### src/hw/rtl/assert_macros.svh
// Assertion macros shared by the RTL of the sparse triplet merge block.
// Synthesis builds see empty bodies; simulation sees concurrent assertions.
`ifndef ASSERT_MACROS_SVH
`define ASSERT_MACROS_SVH

`ifndef SYNTHESIS

// The consequent must hold in the same cycle as the antecedent.
`define ASSERT_IMPLIES(label, clk, rst_n, ante, cons) \
    label: assert property (@(posedge clk) disable iff (!rst_n) (ante) |-> (cons)) \
        else $error("assertion failed");

// The consequent must hold in the cycle after the antecedent.
`define ASSERT_NEXT(label, clk, rst_n, ante, cons) \
    label: assert property (@(posedge clk) disable iff (!rst_n) (ante) |=> (cons)) \
        else $error("assertion failed");

`else

`define ASSERT_IMPLIES(label, clk, rst_n, ante, cons)
`define ASSERT_NEXT(label, clk, rst_n, ante, cons)

`endif

`endif

### src/hw/rtl/stma_pkg.sv
// Package for the sparse triplet merge block: sizes, widths and opcodes.
// Used by sparse_triplet_merge_add_top and by the checker and testbench.
`timescale 1ns / 1ps

package stma_pkg;

    localparam int MAX_TERMS  = 32;
    localparam int INDEX_BITS = 8;
    localparam int VALUE_BITS = 16;

    // Port widths of the words, fixed by the interface.
    localparam int ROW_PORT_W   = 8;
    localparam int VALUE_PORT_W = 16;
    localparam int SUM_PORT_W   = 17;
    localparam int COUNT_PORT_W = 7;

    localparam int SUM_W   = VALUE_BITS + 1;
    localparam int WORD_W  = 2 * INDEX_BITS + VALUE_BITS;
    localparam int ADDR_W  = (MAX_TERMS > 1) ? $clog2(MAX_TERMS) : 1;
    localparam int CNT_W   = $clog2(MAX_TERMS + 1);
    localparam int TOTAL_W = $clog2(2 * MAX_TERMS + 1);

    typedef enum logic [1:0] {
        OP_CLEAR  = 2'd0,
        OP_LOAD_A = 2'd1,
        OP_LOAD_B = 2'd2,
        OP_RUN    = 2'd3
    } t_opcode;

endpackage

### src/hw/rtl/stma_ram.sv
// Generic single-port-write, single-port-read RAM with a registered read.
// No dependencies; holds one term store of the merge block.
`timescale 1ns / 1ps

module stma_ram #(
    parameter int WIDTH = 32,
    parameter int DEPTH = 32
) (
    input  logic                                   i_clk,
    input  logic                                   i_we,
    input  logic [((DEPTH > 1) ? $clog2(DEPTH) : 1)-1:0] i_waddr,
    input  logic [WIDTH-1:0]                       i_wdata,
    input  logic [((DEPTH > 1) ? $clog2(DEPTH) : 1)-1:0] i_raddr,
    output logic [WIDTH-1:0]                       o_rdata
);

    logic [WIDTH-1:0] mem [DEPTH];
    logic [WIDTH-1:0] r_rdata;

    always_ff @(posedge i_clk) begin
        if (i_we) begin
            mem[i_waddr] <= i_wdata;
        end
        r_rdata <= mem[i_raddr];
    end

    assign o_rdata = r_rdata;

endmodule

### src/hw/rtl/sparse_triplet_merge_add_top.sv
// Top level of the sparse triplet merge block: two term stores and the merge engine.
// Depends on stma_pkg, stma_ram and assert_macros.svh.
`timescale 1ns / 1ps
`include "assert_macros.svh"

// Channel   Direction  Handshake          Word
// command   in         start, busy        i_opcode, i_term_row, i_term_col, i_term_value
// result    out        o_valid (strobe)   o_has_term, o_out_row, o_out_col, o_out_value,
//                                          o_last, o_term_count, o_overflow
//
// Clear and load commands are done once accepted; busy stays low for them.
// A run stays busy through each merge step (a matched pair is a single step, so
// at most 64), through the check that sees that the walk has ended and through the
// building of the closing word, which shows in the same cycle as busy falls; the walk
// through the store RAMs sets how long a run stays busy.
// Reset (i_rst_n low at a clock edge) empties both stores and clears the overflow flag.
// Each result word is shown for exactly one cycle; the receiver cannot stall it.

module sparse_triplet_merge_add_top
    import stma_pkg::*;
(
    input  logic                           i_clk,
    input  logic                           i_rst_n,
    input  logic                           start,
    output logic                           busy,
    input  logic [1:0]                     i_opcode,
    input  logic [ROW_PORT_W-1:0]          i_term_row,
    input  logic [ROW_PORT_W-1:0]          i_term_col,
    input  logic signed [VALUE_PORT_W-1:0] i_term_value,
    output logic                           o_valid,
    output logic                           o_has_term,
    output logic [ROW_PORT_W-1:0]          o_out_row,
    output logic [ROW_PORT_W-1:0]          o_out_col,
    output logic signed [SUM_PORT_W-1:0]   o_out_value,
    output logic                           o_last,
    output logic [COUNT_PORT_W-1:0]        o_term_count,
    output logic                           o_overflow
);

    typedef enum logic [1:0] {
        S_IDLE,
        S_MERGE,
        S_LAST
    } t_state;

    t_state r_state;

    // Store fill counts and the sticky overflow flag.
    logic [CNT_W-1:0] r_cnt_a;
    logic [CNT_W-1:0] r_cnt_b;
    logic             r_ovf;

    // Merge walk indices and the running count of result terms.
    logic [CNT_W-1:0]   r_i;
    logic [CNT_W-1:0]   r_j;
    logic [CNT_W-1:0]   n_i;
    logic [CNT_W-1:0]   n_j;
    logic [TOTAL_W-1:0] r_n;

    // One-term holding register: a term is only known to be the last one
    // once the walk has ended, so each term waits here until the next one
    // (or the end of the walk) arrives.
    logic                    r_pend_v;
    logic [INDEX_BITS-1:0]   r_pend_row;
    logic [INDEX_BITS-1:0]   r_pend_col;
    logic signed [SUM_W-1:0] r_pend_value;

    // Registered result word.
    logic                           r_out_valid;
    logic                           r_out_has;
    logic [ROW_PORT_W-1:0]          r_out_row;
    logic [ROW_PORT_W-1:0]          r_out_col;
    logic signed [SUM_PORT_W-1:0]   r_out_value;
    logic                           r_out_last;
    logic [COUNT_PORT_W-1:0]        r_out_count;

    // Load path.
    logic                          accept;
    logic [INDEX_BITS-1:0]         ld_row;
    logic [INDEX_BITS-1:0]         ld_col;
    logic signed [VALUE_BITS-1:0]  ld_value;
    logic                          ld_nonzero;
    logic                          full_a;
    logic                          full_b;
    logic                          we_a;
    logic                          we_b;
    logic [WORD_W-1:0]             wdata;

    // Read path.
    logic [ADDR_W-1:0] raddr_a;
    logic [ADDR_W-1:0] raddr_b;
    logic [WORD_W-1:0] rdata_a;
    logic [WORD_W-1:0] rdata_b;

    logic [INDEX_BITS-1:0]        a_row;
    logic [INDEX_BITS-1:0]        a_col;
    logic signed [VALUE_BITS-1:0] a_val;
    logic [INDEX_BITS-1:0]        b_row;
    logic [INDEX_BITS-1:0]        b_col;
    logic signed [VALUE_BITS-1:0] b_val;
    logic                         a_v;
    logic                         b_v;
    logic signed [SUM_W-1:0]      sum_ab;

    // Candidate term produced by this merge step.
    logic                    cand_v;
    logic [INDEX_BITS-1:0]   cand_row;
    logic [INDEX_BITS-1:0]   cand_col;
    logic signed [SUM_W-1:0] cand_value;

    assign accept     = start && (r_state == S_IDLE);
    assign busy       = (r_state != S_IDLE);
    assign ld_row     = i_term_row[INDEX_BITS-1:0];
    assign ld_col     = i_term_col[INDEX_BITS-1:0];
    assign ld_value   = i_term_value[VALUE_BITS-1:0];
    assign ld_nonzero = (ld_value != '0);
    assign full_a     = (r_cnt_a >= CNT_W'(MAX_TERMS));
    assign full_b     = (r_cnt_b >= CNT_W'(MAX_TERMS));
    assign wdata      = {ld_row, ld_col, ld_value};
    assign we_a = accept && (i_opcode == OP_LOAD_A) && ld_nonzero && !full_a;
    assign we_b = accept && (i_opcode == OP_LOAD_B) && ld_nonzero && !full_b;

    assign a_row = rdata_a[WORD_W-1 -: INDEX_BITS];
    assign a_col = rdata_a[VALUE_BITS +: INDEX_BITS];
    assign a_val = rdata_a[VALUE_BITS-1:0];
    assign b_row = rdata_b[WORD_W-1 -: INDEX_BITS];
    assign b_col = rdata_b[VALUE_BITS +: INDEX_BITS];
    assign b_val = rdata_b[VALUE_BITS-1:0];

    assign a_v    = (r_i < r_cnt_a);
    assign b_v    = (r_j < r_cnt_b);
    assign sum_ab = SUM_W'(a_val) + SUM_W'(b_val);

    // One merge step. The RAM holds the entries at r_i and r_j on its read
    // ports; the next indices go straight to the read address so that the
    // following entries are ready in the next cycle.
    always_comb begin
        n_i        = r_i;
        n_j        = r_j;
        cand_v     = 1'b0;
        cand_row   = a_row;
        cand_col   = a_col;
        cand_value = SUM_W'(a_val);
        if (r_state == S_MERGE) begin
            if (a_v && b_v) begin
                if ({a_row, a_col} < {b_row, b_col}) begin
                    cand_v = 1'b1;
                    n_i    = r_i + CNT_W'(1);
                end else if ({b_row, b_col} < {a_row, a_col}) begin
                    cand_v     = 1'b1;
                    cand_row   = b_row;
                    cand_col   = b_col;
                    cand_value = SUM_W'(b_val);
                    n_j        = r_j + CNT_W'(1);
                end else begin
                    // Same position: add, and drop the term if it cancels.
                    cand_v     = (sum_ab != '0);
                    cand_value = sum_ab;
                    n_i        = r_i + CNT_W'(1);
                    n_j        = r_j + CNT_W'(1);
                end
            end else if (a_v) begin
                cand_v = 1'b1;
                n_i    = r_i + CNT_W'(1);
            end else if (b_v) begin
                cand_v     = 1'b1;
                cand_row   = b_row;
                cand_col   = b_col;
                cand_value = SUM_W'(b_val);
                n_j        = r_j + CNT_W'(1);
            end
        end
    end

    // Outside a run the read ports sit at entry zero, which is where a run starts.
    assign raddr_a = (r_state == S_MERGE) ? n_i[ADDR_W-1:0] : '0;
    assign raddr_b = (r_state == S_MERGE) ? n_j[ADDR_W-1:0] : '0;

    stma_ram #(
        .WIDTH (WORD_W),
        .DEPTH (MAX_TERMS)
    ) u_store_a (
        .i_clk   (i_clk),
        .i_we    (we_a),
        .i_waddr (r_cnt_a[ADDR_W-1:0]),
        .i_wdata (wdata),
        .i_raddr (raddr_a),
        .o_rdata (rdata_a)
    );

    stma_ram #(
        .WIDTH (WORD_W),
        .DEPTH (MAX_TERMS)
    ) u_store_b (
        .i_clk   (i_clk),
        .i_we    (we_b),
        .i_waddr (r_cnt_b[ADDR_W-1:0]),
        .i_wdata (wdata),
        .i_raddr (raddr_b),
        .o_rdata (rdata_b)
    );

    always_ff @(posedge i_clk) begin
        if (!i_rst_n) begin
            r_state     <= S_IDLE;
            r_cnt_a     <= '0;
            r_cnt_b     <= '0;
            r_ovf       <= 1'b0;
            r_i         <= '0;
            r_j         <= '0;
            r_n         <= '0;
            r_pend_v    <= 1'b0;
            r_out_valid <= 1'b0;
            r_out_last  <= 1'b0;
        end else begin
            r_out_valid <= 1'b0;
            case (r_state)
                S_IDLE: begin
                    if (start) begin
                        case (i_opcode)
                            OP_CLEAR: begin
                                r_cnt_a <= '0;
                                r_cnt_b <= '0;
                                r_ovf   <= 1'b0;
                            end
                            OP_LOAD_A: begin
                                if (ld_nonzero) begin
                                    if (full_a) begin
                                        r_ovf <= 1'b1;
                                    end else begin
                                        r_cnt_a <= r_cnt_a + CNT_W'(1);
                                    end
                                end
                            end
                            OP_LOAD_B: begin
                                if (ld_nonzero) begin
                                    if (full_b) begin
                                        r_ovf <= 1'b1;
                                    end else begin
                                        r_cnt_b <= r_cnt_b + CNT_W'(1);
                                    end
                                end
                            end
                            OP_RUN: begin
                                r_i      <= '0;
                                r_j      <= '0;
                                r_n      <= '0;
                                r_pend_v <= 1'b0;
                                r_state  <= S_MERGE;
                            end
                            default: begin
                                r_state <= S_IDLE;
                            end
                        endcase
                    end
                end
                S_MERGE: begin
                    r_i <= n_i;
                    r_j <= n_j;
                    if (cand_v) begin
                        if (r_pend_v) begin
                            r_out_valid <= 1'b1;
                            r_out_has   <= 1'b1;
                            r_out_row   <= ROW_PORT_W'(r_pend_row);
                            r_out_col   <= ROW_PORT_W'(r_pend_col);
                            r_out_value <= SUM_PORT_W'(r_pend_value);
                            r_out_last  <= 1'b0;
                            r_out_count <= '0;
                        end
                        r_pend_v     <= 1'b1;
                        r_pend_row   <= cand_row;
                        r_pend_col   <= cand_col;
                        r_pend_value <= cand_value;
                        r_n          <= r_n + TOTAL_W'(1);
                    end
                    if (!a_v && !b_v) begin
                        r_state <= S_LAST;
                    end
                end
                S_LAST: begin
                    // Closing word: the held term with the count, or an empty marker.
                    r_out_valid <= 1'b1;
                    r_out_last  <= 1'b1;
                    if (r_pend_v) begin
                        r_out_has   <= 1'b1;
                        r_out_row   <= ROW_PORT_W'(r_pend_row);
                        r_out_col   <= ROW_PORT_W'(r_pend_col);
                        r_out_value <= SUM_PORT_W'(r_pend_value);
                        r_out_count <= COUNT_PORT_W'(r_n);
                    end else begin
                        r_out_has   <= 1'b0;
                        r_out_row   <= '0;
                        r_out_col   <= '0;
                        r_out_value <= '0;
                        r_out_count <= '0;
                    end
                    r_pend_v <= 1'b0;
                    r_state  <= S_IDLE;
                end
                default: begin
                    r_state <= S_IDLE;
                end
            endcase
        end
    end

    // The overflow flag cannot change during a run, so it is shown live.
    assign o_valid      = r_out_valid;
    assign o_has_term   = r_out_has;
    assign o_out_row    = r_out_row;
    assign o_out_col    = r_out_col;
    assign o_out_value  = r_out_value;
    assign o_last       = r_out_last;
    assign o_term_count = r_out_count;
    assign o_overflow   = r_ovf;

    // Only the closing word of a run may lack a term.
    `ASSERT_IMPLIES(a_mid_has_term, i_clk, i_rst_n, o_valid && !o_last, o_has_term)
    // The closing word is never directly followed by another word.
    `ASSERT_NEXT(a_last_gap, i_clk, i_rst_n, o_valid && o_last, !o_valid)
    // The walk never runs past the fill count of either store.
    `ASSERT_IMPLIES(a_walk_bounds, i_clk, i_rst_n, r_state == S_MERGE, (r_i <= r_cnt_a) && (r_j <= r_cnt_b))
    // Every result term consumes at least one stored term.
    `ASSERT_IMPLIES(a_count_bound, i_clk, i_rst_n, r_state != S_IDLE, r_n <= (TOTAL_W'(r_i) + TOTAL_W'(r_j)))

endmodule

### config.mk
export PLATFORM = sky130hd
export DESIGN_NAME = sparse_triplet_merge_add_top
export DESIGN_NICKNAME = d
export VERILOG_FILES = /design/src/hw/rtl/stma_pkg.sv /design/src/hw/rtl/stma_ram.sv /design/src/hw/rtl/sparse_triplet_merge_add_top.sv
export VERILOG_INCLUDE_DIRS = /design/src /design/src/hw/rtl
export SDC_FILE = /design/constraint.sdc
export NUM_CORES = 2
export LEC_CHECK = 0
export ABC_AREA = 0
export ABC_CLOCK_PERIOD_IN_PS = 6800
export BUFFER_PORTS_ARGS = -buffer_cell sky130_fd_sc_hd__buf_2
export CAP_MARGIN = 20
export CORE_MARGIN = 5
export CORE_UTILIZATION = 43
export CTS_BUF_LIST = sky130_fd_sc_hd__clkbuf_8
export CTS_CLUSTER_SIZE = 12
export DETAILED_ROUTE_END_ITERATION = 12
export PLACE_DENSITY = 0.69
export REMOVE_ABC_BUFFERS = 1
export SYNTH_ARGS = -nofsm -noshare
export SYNTH_HDL_FRONTEND = slang
export SYNTH_SLANG_ARGS = --single-unit
### constraint.sdc
create_clock -name i_clk -period 6.8 [get_ports i_clk]
set_input_delay 0.68 -clock i_clk [delete_from_list [all_inputs] [get_ports i_clk]]
set_output_delay 0.68 -clock i_clk [all_outputs]
set_load 0.1 [all_outputs]
==> flow_summary.rst <==
.. list-table::
   :header-rows: 1

   * - Metric
     - Value
   * - DIE HEIGHT
     - 460 um
   * - Synthesis warning total
     - 0
   * - Horizontal extent of the die
     - ~460 um
   * - Row Count
     - 165
   * - WL final
     - approximately 240,000 um
   * - Mapped cell area
     - roughly 87,000 um2
   * - CP Capture Type
     - flop
   * - Complex-gate fraction of the synthesized area
     - 0.0362
   * - Level count of the clock H-tree
     - 5
   * - Largest cells by area after synthesis
     - sky130_fd_sc_hd__edfxtp_1 73%, sky130_fd_sc_hd__mux4_2 11%, sky130_fd_sc_hd__dfxtp_1 2.3%, sky130_fd_sc_hd__mux2i_1 2.3%, sky130_fd_sc_hd__nand2_1 2.1%
   * - Synth Area in Adders
     - 0.00898
   * - Critical Path Fanout Max
     - 79
   * - Via count
     - 46,700
   * - Startpoint of the worst register-to-register path
     - r_cnt_b[4]
   * - Standard cell core area
     - 202,000 um2
   * - Highest Signal Layer
     - met5
   * - Least-Margin Pin Slew
     - between 1000 and 1500 ps
   * - First element of the critical path
     - r_cnt_b[4]
   * - Post-route worst setup slack
     - 1220 ps
   * - Sequential-to-total area share from yosys stat
     - 0.754
   * - Cell depth of the worst flop-to-flop path
     - 14
   * - Xor and xnor area share after synthesis
     - 0.00211
   * - Aggregate global routing overflow
     - 0
   * - Headroom to the max-slew limit
     - 0.239
   * - Vias in the first global route
     - 45,900
   * - P&R area growth vs syn
     - 12.8%
   * - GRT Resource Usage Total
     - 0.220
   * - Max-capacitance violation count
     - 0
   * - Wire length on met1
     - 91,000 um
   * - Share of flip-flops with an asynchronous set or reset after synthesis
     - 0
   * - Dominant combinational cell family by area after synthesis
     - multiplexers
   * - Min-Delay Path Class
     - in2reg
   * - Share of final-layout standard cells stronger than drive strength 1
     - 0.249
   * - Maximum number of buffers from clock root to sink
     - 4
   * - DRT Pass-1 Iters
     - 6
   * - Antenna violations before repair
     - 14
   * - Layout net count
     - approximately 5,000
   * - Number of port buffers
     - 81
   * - Portion of synthesized cell area occupied by the leading cell type
     - 0.731
   * - Startpoint Class
     - flop
   * - Maximum clock frequency
     - 179 MHz
   * - GPL Wtd Cong
     - 0.912
   * - Post-DR vias/cell
     - around 6
   * - Worst Clk Skew
     - ~79 ps
   * - Number of instances in the synthesized netlist
     - 4,549
   * - Final-layout setup total negative slack
     - 0 ps
   * - Primary flip-flop cell chosen by synthesis mapping
     - sky130_fd_sc_hd__edfxtp_1
   * - Global-route wire length before repair
     - 333,000 um
   * - RSZ-0062 raised after global routing
     - false
   * - Iteration-0 DRC Markers
     - 6,265
   * - CTS tree
     - yes
   * - Pin count of the biggest net entering global routing
     - 94
   * - Data required time of the worst path
     - 7730 ps
   * - Clock tree sinks
     - approximately 2,200
   * - Post-synthesis register bit count
     - 2,223
   * - Proportion of synthesized area in mux cells
     - 0.135
   * - Fill cell total of the finished layout
     - approximately 16,000
   * - Leak Pwr
     - 32.3 nW
   * - Max-slew violation total from the final report
     - 0
   * - Length of routed met3 wiring
     - 25,300 um
   * - Post-route fraction of the period consumed by the critical path
     - 0.821
   * - DIE AREA
     - between 200,000 and 250,000 um2
   * - Post-synth top area cell
     - sky130_fd_sc_hd__edfxtp_1
   * - Routed met2 length
     - 108,000 um
   * - Library cell with the highest instance count after synthesis
     - sky130_fd_sc_hd__edfxtp_1
   * - Antenna-violating nets left
     - 0
   * - Arrival time reported for the critical path endpoint
     - 6520 ps
   * - Final setup violation count
     - 0
   * - Reg-to-reg critical path endpoint
     - u_store_b.o_rdata[17]
   * - Peak supply drop
     - 239 uV
   * - Per-cell routed wire length
     - about 30 um
   * - Time the worst path needs with I/O delays and setup
     - 5580 ps
   * - Pwr dens
     - 281 nW/um2
   * - Simple logic cell fraction of the synthesized area
     - 0.0470
   * - Avg Synthesized Cell Area
     - 19.2 um2
   * - Sum of net half-perimeters after detailed placement
     - 140,000 um
   * - Number of distinct library cells after synthesis
     - 84
   * - Root buffer cell
     - sky130_fd_sc_hd__clkbuf_8
   * - Min Hold Slack
     - approximately 130 ps
   * - Number of DRC violations after detailed routing
     - 0
   * - Final design utilization
     - 0.487
   * - Top Ports
     - 82
   * - Latest clock arrival within the worst-skew pair
     - 1070 ps
   * - Setup slack, reg-to-reg
     - 1220 ps
   * - Path type of the worst setup path
     - reg2reg
   * - Starting density of the core
     - 0.432
   * - DP Worst Slack
     - 1320 ps
   * - EDFF count, synth
     - 2,122
   * - Clock transition time at the flip-flop clock pins of the worst setup and hold paths
     - 60 ps
   * - Most common library cells after synthesis
     - 2,122 x sky130_fd_sc_hd__edfxtp_1, 485 x sky130_fd_sc_hd__nand2_1, 416 x sky130_fd_sc_hd__mux4_2
   * - Outcome
     - finished, final reports clean
   * - CP Capture Point
     - u_store_b.o_rdata[17]
   * - Total CTS buffers
     - 349
   * - Final number of hold-violating endpoints
     - 0
-- critical path, cell delays in order, from the launching register on --
cell	delay, ps
sky130_fd_sc_hd__dfxtp_1	410
sky130_fd_sc_hd__clkinv_1	240
sky130_fd_sc_hd__ha_1	370
sky130_fd_sc_hd__a21o_1	200
sky130_fd_sc_hd__a21oi_2	190
sky130_fd_sc_hd__o21a_1	700
sky130_fd_sc_hd__nor3_1	210
sky130_fd_sc_hd__nor4_4	720
sky130_fd_sc_hd__buf_12	390
sky130_fd_sc_hd__buf_12	460
sky130_fd_sc_hd__nand2_1	100
sky130_fd_sc_hd__and3_1	180
sky130_fd_sc_hd__a31oi_1	440
sky130_fd_sc_hd__o221ai_1	430
sky130_fd_sc_hd__a211oi_1	330
-- cells in the final DEF, fill, tap and decap left out, drive strengths merged, types with 7 or more instances in the layout --
master,count
mux2i,200
a21o,14
and3,132
a31oi,39
inv,157
a221oi,33
nor4,9
o311ai,7
o221ai,32
nand2,485
nand2b,13
and2,38
diode,8
clkinv,98
nand4,13
a32o,32
ha,61
nor3,10
clkbuf,387
nand3,35
o22ai,11
xnor2,16
o21ai,73
a21oi,97
dfxtp,101
mux2,34
mux4,416
and4,7
a211oi,35
buf,267
edfxtp,2122
nor2,131
-- per-stage QoR --
step	instance area, um2	power [mW]	std cells
after floorplan	85900	16.8	4317
after global placement	91800	17.4	7251
after detailed placement	91900	17.4	7253
after CTS	98300	27.8	7859
after global routing	98300	28.6	7867
final	98400	27.6	7871
-- routing by layer --
layer / vias up / track usage
li1: 19200 / -
met1: 24300 / 0.305
met2: 2781 / 0.332
met3: 414 / 0.0521
met4: 10 / 0.100
met5: - / 0
-- registers in the layout, summed over array words and instances (netlist names), 7 cells and up --
name               cells
u_store_a.mem       1024
u_store_b.mem       1024
u_store_a.o_rdata     32
u_store_b.o_rdata     32
o_out_value           17
r_pend_value          17
o_out_col              8
o_out_row              8
r_pend_col             8
r_pend_row             8
o_term_count           7
r_n                    7
-- report_power, final --
| part | switching (mW) | internal, mW | leakage (nW) |
|---|---|---|---|
| logic | 1.37 | 0.522 | 8.71 |
| clock network | 5.03 | 5.42 | 3.69 |
| registers | 0.144 | 15.2 | 19.9 |
-- logic make-up after synthesis --
| logic type | after synthesis |
|---|---|
| AOI/OAI and AO/OA | 417 |
| xor gates and xnor gates | 21 |
| adders and majority gates | 62 |
| buffers and inverters | 281 |
| DFF | 2223 |
| muxes | 650 |
| and+or+nand+nor | 895 |
-- how the worst min path moves through the flow --
stage,start,to,cells past startpoint
6_report,i_term_value[8],u_store_b.mem[4][8],1
5_1_grt,i_term_value[8],u_store_b.mem[4][8],1
4_1_cts,start,r_pend_v,4
3_5_place_dp,r_n[6],r_n[6],1
3_3_place_gp,r_n[6],r_n[6],1
2_1_floorplan,r_n[6],r_n[6],1
-- timing repair --
action	4_1_cts	5_1_grt
hold buffers	1	1
resized for setup	0	0
hold endpoints to repair	2	3
setup buffers	0	0
-- area by class of cell --
type | count | area (um2) | share of cell area
antenna | 8 | 20.0 | 0.000204
clock buffer | 387 | 5330 | 0.0542
clock inverter | 218 | 1050 | 0.0107
inverter | 49 | 184 | 0.00187
multi-input combinational | 2045 | 20600 | 0.209
sequential | 2223 | 65700 | 0.668
tap | 2672 | 3340 | 0.0340
timing repair buffer | 269 | 2100 | 0.0214
(Power assumes the default switching activity.)
